`src/hw/rtl/assert_macros.svh`:
```
// ---------------------------------------------------------------------------
// Assertion macros
// Shared concurrent assertion forms for the sorter RTL.
// ---------------------------------------------------------------------------
`ifndef ASSERT_MACROS_SVH
`define ASSERT_MACROS_SVH

// Same-cycle implication, disabled during reset
`define KSS_ASSERT_IMP(label, clk, rst_n, ante, cons) \
  label: assert property (@(posedge clk) disable iff (!rst_n) (ante) |-> (cons)) \
    else $error("assertion failed");

// Next-cycle implication, disabled during reset
`define KSS_ASSERT_NXT(label, clk, rst_n, ante, cons) \
  label: assert property (@(posedge clk) disable iff (!rst_n) (ante) |=> (cons)) \
    else $error("assertion failed");

`endif

```
`src/hw/rtl/kss_pkg.sv`:
```
// ---------------------------------------------------------------------------
// kss_pkg
// Constants, types and helper functions of the k-sorted stream sorter.
// ---------------------------------------------------------------------------
package kss_pkg;

  localparam int DATA_BITS  = 32;
  localparam int MAX_WINDOW = 31;
  localparam int HEAP_DEPTH = MAX_WINDOW + 1;
  localparam int IDX_W      = $clog2(HEAP_DEPTH);
  localparam int CNT_W      = $clog2(HEAP_DEPTH + 1);
  localparam int K_W        = 5;
  localparam int CMP_W      = K_W + CNT_W;

  // Commands from the controller to the datapath
  typedef struct packed {
    logic load;
    logic push_start;
    logic su_step;
    logic pop_start;
    logic pop_load;
    logic sd_step;
    logic emit;
  } kss_cmd_t;

  // Status from the datapath to the controller
  typedef struct packed {
    logic full;
    logic su_done;
    logic sd_done;
    logic pop_req;
    logic drain_more;
    logic out_free;
  } kss_sts_t;

  // Signed order of two heap words
  function automatic logic heap_less(input logic [DATA_BITS-1:0] a,
                                     input logic [DATA_BITS-1:0] b);
    return $signed(a) < $signed(b);
  endfunction

  // Parent slot of a heap slot (slot zero has none)
  function automatic logic [IDX_W-1:0] heap_parent(input logic [IDX_W-1:0] i);
    logic [IDX_W-1:0] im1;
    im1 = i - 1'b1;
    return im1 >> 1;
  endfunction

endpackage

```
`src/hw/rtl/kss_if.sv`:
```
// ---------------------------------------------------------------------------
// kss channel interfaces
// Valid/ready channels for the input items and the sorted results.
// ---------------------------------------------------------------------------
interface kss_in_if import kss_pkg::*; ();
  logic                        valid;
  logic                        ready;
  logic signed [DATA_BITS-1:0] value;
  logic                        last_item;

  modport source (output valid, output value, output last_item, input ready);
  modport sink   (input valid, input value, input last_item, output ready);
endinterface

interface kss_out_if import kss_pkg::*; ();
  logic                        valid;
  logic                        ready;
  logic signed [DATA_BITS-1:0] sorted_value;
  logic                        end_of_run;

  modport source (output valid, output sorted_value, output end_of_run, input ready);
  modport sink   (input valid, input sorted_value, input end_of_run, output ready);
endinterface

```
`src/hw/rtl/kss_datapath.sv`:
```
// ---------------------------------------------------------------------------
// kss_datapath
// Heap memory, sift-up/sift-down compare unit, counters and result register.
// ---------------------------------------------------------------------------
`include "assert_macros.svh"

module kss_datapath import kss_pkg::*; (
  input  logic                        clk,
  input  logic                        rst_n,
  input  logic                        cfg_we,
  input  logic [K_W-1:0]              cfg_wdata,
  input  logic signed [DATA_BITS-1:0] in_value,
  input  logic                        in_last,
  input  kss_cmd_t                    cmd,
  output kss_sts_t                    sts,
  output logic                        out_valid,
  input  logic                        out_ready,
  output logic signed [DATA_BITS-1:0] out_value,
  output logic                        out_end
);

  // Heap storage, one write and two registered read ports
  logic [DATA_BITS-1:0] heap_mem [HEAP_DEPTH];
  logic                 mem_we;
  logic [IDX_W-1:0]     mem_waddr;
  logic [DATA_BITS-1:0] mem_wdata;
  logic [IDX_W-1:0]     rd_a_addr;
  logic [IDX_W-1:0]     rd_b_addr;
  logic [DATA_BITS-1:0] rd_a_r;
  logic [DATA_BITS-1:0] rd_b_r;

  // Control registers
  logic [K_W-1:0]   k_r;
  logic [CNT_W-1:0] count_r, count_nxt;
  logic             last_r, last_nxt;
  logic             out_valid_r, out_valid_nxt;

  // Payload registers
  logic [DATA_BITS-1:0] val_r, val_nxt;
  logic [DATA_BITS-1:0] top_r, top_nxt;
  logic [IDX_W-1:0]     idx_r, idx_nxt;
  logic [DATA_BITS-1:0] out_value_r, out_value_nxt;
  logic                 out_end_r, out_end_nxt;

  // Sift-down child selection
  logic [IDX_W+1:0]     c1, c2, cnt_x;
  logic                 has_c1, has_c2, sel_b;
  logic [DATA_BITS-1:0] c_val;
  logic [IDX_W-1:0]     c_idx;
  logic [IDX_W-1:0]     par_i;
  logic [CMP_W-1:0]     k_eff;
  logic                 su_done, sd_done;

  always_ff @(posedge clk) begin
    if (mem_we) begin
      heap_mem[mem_waddr] <= mem_wdata;
    end
    rd_a_r <= heap_mem[rd_a_addr];
    rd_b_r <= heap_mem[rd_b_addr];
  end

  // Pick the smaller existing child of the current slot
  always_comb begin
    c1     = {1'b0, idx_r, 1'b1};
    c2     = c1 + 1'b1;
    cnt_x  = (IDX_W+2)'(count_r);
    has_c1 = c1 < cnt_x;
    has_c2 = c2 < cnt_x;
    sel_b  = has_c2 && heap_less(rd_b_r, rd_a_r);
    c_val  = sel_b ? rd_b_r : rd_a_r;
    c_idx  = sel_b ? c2[IDX_W-1:0] : c1[IDX_W-1:0];
    par_i  = heap_parent(idx_r);
  end

  assign su_done = (idx_r == '0) || !heap_less(val_r, rd_a_r);
  assign sd_done = !has_c1 || !heap_less(c_val, val_r);

  // Effective window, saturated to the heap limit
  assign k_eff = (CMP_W'(k_r) > CMP_W'(MAX_WINDOW)) ? CMP_W'(MAX_WINDOW) : CMP_W'(k_r);

  // Report status
  always_comb begin
    sts.full       = count_r == CNT_W'(HEAP_DEPTH);
    sts.su_done    = su_done;
    sts.sd_done    = sd_done;
    sts.pop_req    = (CMP_W'(count_r) > k_eff) || (last_r && (count_r != '0));
    sts.drain_more = last_r && (count_r != '0);
    sts.out_free   = !out_valid_r || out_ready;
  end

  // Execute commands
  always_comb begin
    mem_we        = 1'b0;
    mem_waddr     = idx_r;
    mem_wdata     = val_r;
    rd_a_addr     = '0;
    rd_b_addr     = '0;
    count_nxt     = count_r;
    last_nxt      = last_r;
    val_nxt       = val_r;
    top_nxt       = top_r;
    idx_nxt       = idx_r;
    out_valid_nxt = out_valid_r;
    out_value_nxt = out_value_r;
    out_end_nxt   = out_end_r;

    if (cmd.load) begin
      val_nxt  = in_value;
      last_nxt = in_last;
    end

    // Open a new leaf and fetch its parent
    if (cmd.push_start) begin
      idx_nxt   = count_r[IDX_W-1:0];
      count_nxt = count_r + 1'b1;
      rd_a_addr = heap_parent(count_r[IDX_W-1:0]);
    end

    // Move the parent down or settle the new value
    if (cmd.su_step) begin
      mem_we = 1'b1;
      if (su_done) begin
        mem_wdata = val_r;
      end else begin
        mem_wdata = rd_a_r;
        idx_nxt   = par_i;
        rd_a_addr = heap_parent(par_i);
      end
    end

    // Fetch root and last entry, shrink the heap
    if (cmd.pop_start) begin
      rd_a_addr = '0;
      rd_b_addr = IDX_W'(count_r - 1'b1);
      count_nxt = count_r - 1'b1;
    end

    // Hold the root as the result, sift the last entry from the root
    if (cmd.pop_load) begin
      top_nxt   = rd_a_r;
      val_nxt   = rd_b_r;
      idx_nxt   = '0;
      rd_a_addr = IDX_W'(1);
      rd_b_addr = IDX_W'(2);
    end

    // Move the smaller child up or settle the moving value
    if (cmd.sd_step) begin
      if (sd_done) begin
        mem_we    = count_r != '0;
        mem_wdata = val_r;
      end else begin
        mem_we    = 1'b1;
        mem_wdata = c_val;
        idx_nxt   = c_idx;
        rd_a_addr = IDX_W'({c_idx, 1'b1});
        rd_b_addr = IDX_W'({c_idx, 1'b1} + 1'b1);
      end
    end

    // Result register
    if (cmd.emit) begin
      out_valid_nxt = 1'b1;
      out_value_nxt = top_r;
      out_end_nxt   = last_r && (count_r == '0);
    end else if (out_ready) begin
      out_valid_nxt = 1'b0;
    end
  end

  always_ff @(posedge clk) begin
    if (!rst_n) begin
      k_r         <= '0;
      count_r     <= '0;
      last_r      <= 1'b0;
      out_valid_r <= 1'b0;
    end else begin
      if (cfg_we) begin
        k_r <= cfg_wdata;
      end
      count_r     <= count_nxt;
      last_r      <= last_nxt;
      out_valid_r <= out_valid_nxt;
    end
  end

  always_ff @(posedge clk) begin
    val_r       <= val_nxt;
    top_r       <= top_nxt;
    idx_r       <= idx_nxt;
    out_value_r <= out_value_nxt;
    out_end_r   <= out_end_nxt;
  end

  assign out_valid = out_valid_r;
  assign out_value = $signed(out_value_r);
  assign out_end   = out_end_r;

  `KSS_ASSERT_IMP(a_count_bound, clk, rst_n, 1'b1, count_r <= CNT_W'(HEAP_DEPTH))
  `KSS_ASSERT_IMP(a_emit_free, clk, rst_n, cmd.emit, !out_valid_r || out_ready)
  `KSS_ASSERT_NXT(a_pop_shrinks, clk, rst_n, cmd.pop_start, count_r == $past(count_r) - 1'b1)

endmodule

```
`src/hw/rtl/kss_controller.sv`:
```
// ---------------------------------------------------------------------------
// kss_controller
// Sequencer for push, sift-up, pop, sift-down and result hand-off.
// ---------------------------------------------------------------------------
`include "assert_macros.svh"

module kss_controller import kss_pkg::*; (
  input  logic     clk,
  input  logic     rst_n,
  input  logic     in_valid,
  output logic     in_ready,
  input  kss_sts_t sts,
  output kss_cmd_t cmd
);

  localparam logic [2:0] S_IDLE  = 3'd0;
  localparam logic [2:0] S_PUSH  = 3'd1;
  localparam logic [2:0] S_SU    = 3'd2;
  localparam logic [2:0] S_POPRD = 3'd3;
  localparam logic [2:0] S_POPLD = 3'd4;
  localparam logic [2:0] S_SD    = 3'd5;
  localparam logic [2:0] S_EMIT  = 3'd6;

  logic [2:0] state_r, state_nxt;

  assign in_ready = state_r == S_IDLE;

  // Next state and commands
  always_comb begin
    state_nxt = state_r;
    cmd       = '0;
    case (state_r)
      S_IDLE: begin
        if (in_valid) begin
          cmd.load  = 1'b1;
          state_nxt = S_PUSH;
        end
      end
      S_PUSH: begin
        if (sts.full) begin
          state_nxt = sts.pop_req ? S_POPRD : S_IDLE;
        end else begin
          cmd.push_start = 1'b1;
          state_nxt      = S_SU;
        end
      end
      S_SU: begin
        cmd.su_step = 1'b1;
        if (sts.su_done) begin
          state_nxt = sts.pop_req ? S_POPRD : S_IDLE;
        end
      end
      S_POPRD: begin
        cmd.pop_start = 1'b1;
        state_nxt     = S_POPLD;
      end
      S_POPLD: begin
        cmd.pop_load = 1'b1;
        state_nxt    = S_SD;
      end
      S_SD: begin
        cmd.sd_step = 1'b1;
        if (sts.sd_done) begin
          state_nxt = S_EMIT;
        end
      end
      S_EMIT: begin
        if (sts.out_free) begin
          cmd.emit  = 1'b1;
          state_nxt = sts.drain_more ? S_POPRD : S_IDLE;
        end
      end
      default: begin
        state_nxt = S_IDLE;
      end
    endcase
  end

  always_ff @(posedge clk) begin
    if (!rst_n) begin
      state_r <= S_IDLE;
    end else begin
      state_r <= state_nxt;
    end
  end

  `KSS_ASSERT_NXT(a_accept_push, clk, rst_n, in_valid && in_ready, state_r == S_PUSH)
  `KSS_ASSERT_IMP(a_cmd_onehot, clk, rst_n, 1'b1, $onehot0(cmd))
  `KSS_ASSERT_NXT(a_emit_hold, clk, rst_n, (state_r == S_EMIT) && !sts.out_free, state_r == S_EMIT)

endmodule

```
`src/hw/rtl/k_sorted_stream_sorter_unit.sv`:
```
// ---------------------------------------------------------------------------
// k_sorted_stream_sorter_unit
// Sorts a nearly sorted stream through a sliding-window min-heap.
// ---------------------------------------------------------------------------
// Channel | Dir | Handshake   | Payload
// in_ch   | in  | valid/ready | value (32b signed), last_item
// out_ch  | out | valid/ready | sorted_value (32b signed), end_of_run
// cfg     | in  | write only  | cfg_wdata = window_k (5b)
//
// One item at a time: the push loads, opens a leaf and sifts up U moves (0..5).
// Each result adds a pop read, a pop load, D sift-down moves (0..4) and the
// emit; the heap memory gives one compare step per cycle on its two read ports.
// A result register holds the last result, so a new item is taken while it waits.
// A stalled result register holds the sequencer before the next result.
// rst_n is synchronous: it empties the heap and clears window_k; no clearing pass.
// ---------------------------------------------------------------------------
module k_sorted_stream_sorter_unit import kss_pkg::*; (
  input  logic           clk,
  input  logic           rst_n,
  input  logic           cfg_we,
  input  logic [K_W-1:0] cfg_wdata,
  kss_in_if.sink         in_ch,
  kss_out_if.source      out_ch
);

  kss_cmd_t cmd;
  kss_sts_t sts;

  kss_controller u_ctrl (
    .clk      (clk),
    .rst_n    (rst_n),
    .in_valid (in_ch.valid),
    .in_ready (in_ch.ready),
    .sts      (sts),
    .cmd      (cmd)
  );

  kss_datapath u_dp (
    .clk       (clk),
    .rst_n     (rst_n),
    .cfg_we    (cfg_we),
    .cfg_wdata (cfg_wdata),
    .in_value  (in_ch.value),
    .in_last   (in_ch.last_item),
    .cmd       (cmd),
    .sts       (sts),
    .out_valid (out_ch.valid),
    .out_ready (out_ch.ready),
    .out_value (out_ch.sorted_value),
    .out_end   (out_ch.end_of_run)
  );

endmodule
```
`src/flat_wrapper.sv`:
```
// flat-port wrapper written by rule: the top's interface ports become plain ports
module k_sorted_stream_sorter_unit_flat import kss_pkg::*;
  (clk, rst_n, cfg_we, cfg_wdata, in_ch_valid, in_ch_value, in_ch_last_item, in_ch_ready, out_ch_valid, out_ch_sorted_value, out_ch_end_of_run, out_ch_ready);
  kss_in_if in_ch_i ();
  kss_out_if out_ch_i ();
  input  logic clk;
  input  logic rst_n;
  input  logic cfg_we;
  input  logic [K_W-1:0] cfg_wdata;
  input wire logic [$bits(in_ch_i.valid)-1:0] in_ch_valid;
  input wire logic [$bits(in_ch_i.value)-1:0] in_ch_value;
  input wire logic [$bits(in_ch_i.last_item)-1:0] in_ch_last_item;
  output wire logic [$bits(in_ch_i.ready)-1:0] in_ch_ready;
  output wire logic [$bits(out_ch_i.valid)-1:0] out_ch_valid;
  output wire logic [$bits(out_ch_i.sorted_value)-1:0] out_ch_sorted_value;
  output wire logic [$bits(out_ch_i.end_of_run)-1:0] out_ch_end_of_run;
  input wire logic [$bits(out_ch_i.ready)-1:0] out_ch_ready;
  assign in_ch_i.valid = in_ch_valid;
  assign in_ch_i.value = in_ch_value;
  assign in_ch_i.last_item = in_ch_last_item;
  assign in_ch_ready = in_ch_i.ready;
  assign out_ch_valid = out_ch_i.valid;
  assign out_ch_sorted_value = out_ch_i.sorted_value;
  assign out_ch_end_of_run = out_ch_i.end_of_run;
  assign out_ch_i.ready = out_ch_ready;
  k_sorted_stream_sorter_unit u_core (.clk(clk), .rst_n(rst_n), .cfg_we(cfg_we), .cfg_wdata(cfg_wdata), .in_ch(in_ch_i), .out_ch(out_ch_i));
endmodule
```
`config.mk`:
```
export PLATFORM = sky130hd
export DESIGN_NAME = k_sorted_stream_sorter_unit_flat
export DESIGN_NICKNAME = d
export VERILOG_FILES = /design/src/hw/rtl/kss_pkg.sv /design/src/hw/rtl/kss_if.sv /design/src/hw/rtl/kss_datapath.sv /design/src/hw/rtl/kss_controller.sv /design/src/hw/rtl/k_sorted_stream_sorter_unit.sv /design/src/flat_wrapper.sv
export VERILOG_INCLUDE_DIRS = /design/src /design/src/hw/rtl
export SDC_FILE = /design/constraint.sdc
export NUM_CORES = 2
export LEC_CHECK = 0
export BUFFER_PORTS_ARGS = -buffer_cell sky130_fd_sc_hd__buf_4
export CORE_MARGIN = 2
export CORE_UTILIZATION = 32
export CTS_BUF_LIST = sky130_fd_sc_hd__clkbuf_8
export CTS_CLUSTER_DIAMETER = 60
export DETAILED_ROUTE_END_ITERATION = 8
export PLACE_DENSITY = 0.43
export SYNTH_ARGS = -nofsm -noshare
export SYNTH_HDL_FRONTEND = slang
export SYNTH_SLANG_ARGS = --single-unit
```
`constraint.sdc`:
```
create_clock -name clk -period 15 [get_ports clk]
set_input_delay 2.25 -clock clk [delete_from_list [all_inputs] [get_ports clk]]
set_output_delay 2.25 -clock clk [all_outputs]
set_load 0.01 [all_outputs]
```
==> results.sh <==
export IMPL_yosys_top_cells_area="edfxtp_1 58%, nand2_1 7.5%, mux2i_1 6.3%"
export IMPL_r2r_setup_slack_ps=4820
export IMPL_crit_path_start_kind="register"
export IMPL_synth_edff_count=1121
export IMPL_ctsHoldBuffers=0
export IMPL_critPathCaptureType="register"
export IMPL_fin_util_pct=36.36
export IMPL_synth_cell_types=71
export IMPL_cp_arrival_ps=10920
export IMPL_firstDrtPassIters=5
export IMPL_regToRegEndpoint="u_core.u_dp.rd_b_r[15]$_DFF_P_"
export IMPL_clock_latency_ps=980
export IMPL_core_area_sq_um=178600
export IMPL_p_leak_nw=22.10
export IMPL_drv_cap=0
export IMPL_r2r_start="u_core.u_dp.rd_a_r[26]$_DFF_P_"
export IMPL_ios=78
export IMPL_synth_top_area_share_pct=58.49
export IMPL_whs_path_depth=0
export IMPL_grt_pass1_wl_microns=315600
export IMPL_viasPerCell=5.619
export IMPL_yosysMostFrequentCell="nand2_1"
export IMPL_stdcell_count=7655
export IMPL_dp_final_hpwl_microns=120700
export IMPL_rr_worst_depth=23
export IMPL_cts_tree="done"
export IMPL_critical_path_max_fanout=146
export IMPL_htreeDepth=4
export IMPL_start_util_pct=32.22
export IMPL_yosysSeqAreaShare_pct=61.44
export IMPL_setup_viol=0
export IMPL_post_cts_buffers=0
export IMPL_slew_violations=0
export IMPL_rsz0062_at_grt="false"
export IMPL_p_per_area_nw_per_um2=222.8
export IMPL_clk_pin_slew_ps=60
export IMPL_drive_gt1_share_pct=10.42
export IMPL_status="completed"
export IMPL_ys_top_cells_by_count="1145 x nand2_1, 1121 x edfxtp_1, 390 x a21oi_1"
export IMPL_fin_crit_ps=10180
export IMPL_hp_class="register to register"
export IMPL_clock_path_buffers=3
export IMPL_synth_flop_cell="edfxtp_1"
export IMPL_cts_buffers=210
export IMPL_cts_root_buf="clkbuf_8"
export IMPL_core_rowCount=155
export IMPL_multi_input_area_sq_um=20670
export IMPL_place_gp_congestion=0.8392
export IMPL_ir_worst_vdd_mv=0.1943
export IMPL_yosysTopAreaCell="edfxtp_1"
export IMPL_port_buffers=77
export IMPL_ant_nets=0
export IMPL_drc_errors=0
export IMPL_hold_viol_final=0
export IMPL_nets=5268
export IMPL_final_fill_count=17450
export IMPL_tightestPinTransition_ps=1404
export IMPL_wirelength_microns=226100
export IMPL_regArea_sq_um=35360
export IMPL_syn_nets=5217
export IMPL_fin_crit_sh_pct=67.89
export IMPL_ys_ff_latch=1206
export IMPL_drt_iter0_markers=4802
export IMPL_dieWidth_microns=428.1
export IMPL_grt_antenna_before_repair=14
export IMPL_crit_required_ps=15730
export IMPL_slew_headroom_pct=5.682
export IMPL_die_h_microns=428.1
export IMPL_area_growth_pct=12.83
export IMPL_synth_area_per_cell_sq_um=11.38
export IMPL_skew_ps=52.32
export IMPL_overflow=0
export IMPL_yosys_warnings=0
export IMPL_grt_max_degree=147
export IMPL_max_freq_ghz=0.09820
export IMPL_worst_setup_path_type="register to register"
export IMPL_holdPathEnd="u_core.u_dp.out_value[14]$_DFFE_PP_"
export IMPL_final_setup_tns_ps=0
export IMPL_grt_pass1_vias=41000
export IMPL_via_count=43020
export IMPL_min_from="u_core.u_dp.top_r[14]$_DFFE_PP_"
export IMPL_grt_usage_pct=23.98
export IMPL_place_inst=7252
export IMPL_wl_per_cell_microns=29.53
export IMPL_cts_sinks=1206
export IMPL_post_cts_resized=0
export IMPL_async_reset_ff_share_pct=0
export IMPL_netlist_area_sq_um=57560
export IMPL_die_area_sq_um=183300
export IMPL_synthCells=5058
power breakdown:
| group | switching [mW] | internal [mW] | total, mW | leakage (nW) |
|---|---|---|---|---|
| clock | 1.44 | 1.49 | 2.92 | 2.39 |
| sequential | 0.276 | 4.47 | 4.74 | 10.8 |
| combinational | 4.88 | 1.92 | 6.80 | 8.89 |
| total | 6.59 | 7.87 | 14.5 | 22.1 |
per-layer routing:
layer / routed length [microns] / global-route usage [%] / vias to the layer above
met2: 104000 / 38.08 / 1807
li1: - / - / 18990
met1: 100200 / 33.52 / 21850
met4: 6874 / 7.987 / 4
met5: 15 / 0 / -
met3: 15020 / 3.509 / 361
cell usage in the layout, fill, tap and decap left out, types with 33 or more instances in the layout:
cell / synthesis / layout
a211oi_1: 149 / 149
a21oi_1: 390 / 389
a31oi_1: 98 / 98
and2_1: 150 / 150
buf_4: 37 / 191
clkbuf_8: 0 / 232
dfxtp_1: 85 / 85
edfxtp_1: 1121 / 1121
ha_1: 116 / 116
inv_1: 86 / 179
mux2i_1: 364 / 364
nand2_1: 1145 / 1140
nand3_1: 128 / 125
nor2_1: 84 / 51
nor2_4: 0 / 33
nor3_1: 79 / 78
nor4_1: 139 / 132
o21ai_0: 134 / 133
o22ai_1: 130 / 130
stage by stage:
step	setup WS, ps	instance area, sq um	hold WS (ps)	power (mW)
4_1_cts	4866	64930	412.3	14.47
3_5_place_dp	4877	60910	405.4	11.52
2_1_floorplan	8624	57560	400.3	8.837
6_report	4817	64940	410.1	14.47
5_1_grt	4143	64930	412.9	15.18
3_3_place_gp	4459	60850	404.1	11.53
cells by family (layout without fill, tap and decap cells):
family | after synthesis | after routing | share of synthesized area [%]
DFF | 1206 | 1206 | 61.44
muxes | 366 | 366 | 6.369
AOI/OAI and AO/OA | 1056 | 1056 | 11.30
adders and majority gates | 116 | 116 | 2.522
xor gates and xnor gates | 20 | 20 | 0.3043
buffers and inverters | 447 | 684 | 3.483
and+or+nand+nor | 1847 | 1847 | 14.58
other | 0 | 5 | 0
worst max-delay path by stage:
stage / start / endpoint / cells past startpoint
floorplan: u_core.u_dp.idx_r[2]$_DFF_P_ / u_core.u_dp.heap_mem[15][0]$_DFFE_PP_ / 23
global placement: u_core.u_dp.rd_a_r[26]$_DFF_P_ / u_core.u_dp.rd_b_r[1]$_DFF_P_ / 23
detailed placement: u_core.u_dp.rd_a_r[26]$_DFF_P_ / u_core.u_dp.rd_a_r[9]$_DFF_P_ / 23
CTS: u_core.u_dp.rd_a_r[26]$_DFF_P_ / u_core.u_dp.rd_b_r[15]$_DFF_P_ / 23
global route: u_core.u_dp.rd_a_r[26]$_DFF_P_ / u_core.u_dp.rd_a_r[9]$_DFF_P_ / 23
finish: u_core.u_dp.rd_a_r[26]$_DFF_P_ / u_core.u_dp.rd_b_r[15]$_DFF_P_ / 23
critical path: stages (launching register included):
cell      delay (ps)
dfxtp_1          650
inv_1            180
ha_1             340
nand4_1          250
or4_1            680
a31oi_2          370
o211ai_1         190
nand2_2          220
buf_4            500
o21ai_0          220
ha_1             350
a21oi_1          130
o21ai_0          170
a221oi_1         300
nand4_1          280
nor4_1           710
a31o_4           520
o21a_4           690
buf_4            670
buf_12           600
mux2i_1          220
o22ai_1          210
nor4_1           120
nor4_1           970
flip-flops by register name (all words and copies together), names as in the netlist:
register and cells:
u_core.u_dp.k_r 5, u_core.u_dp.heap_mem 1024, u_core.u_dp.top_r 32, u_core.u_ctrl.state_r 3, u_core.u_dp.rd_b_r 32, u_core.u_dp.last_r 1, u_core.u_dp.out_valid 1, u_core.u_dp.val_r 32
u_core.u_dp.out_value 32, u_core.u_dp.rd_a_r 32, u_core.u_dp.idx_r 5, u_core.u_dp.out_end 1, u_core.u_dp.count_r 6
cell type report:
| cell class | instances | share of cell area (%) |
|---|---|---|
| antenna | 5 | 0.01927 |
| tap | 2355 | 4.537 |
| sequential | 1206 | 54.46 |
| clock buffer | 232 | 4.917 |
| timing repair buffer | 200 | 2.485 |
| clock inverter | 166 | 1.264 |
| multi-input combinational | 3405 | 31.82 |
| inverter | 86 | 0.4971 |
No activity file was read; power rests on OpenSTA's default activity.
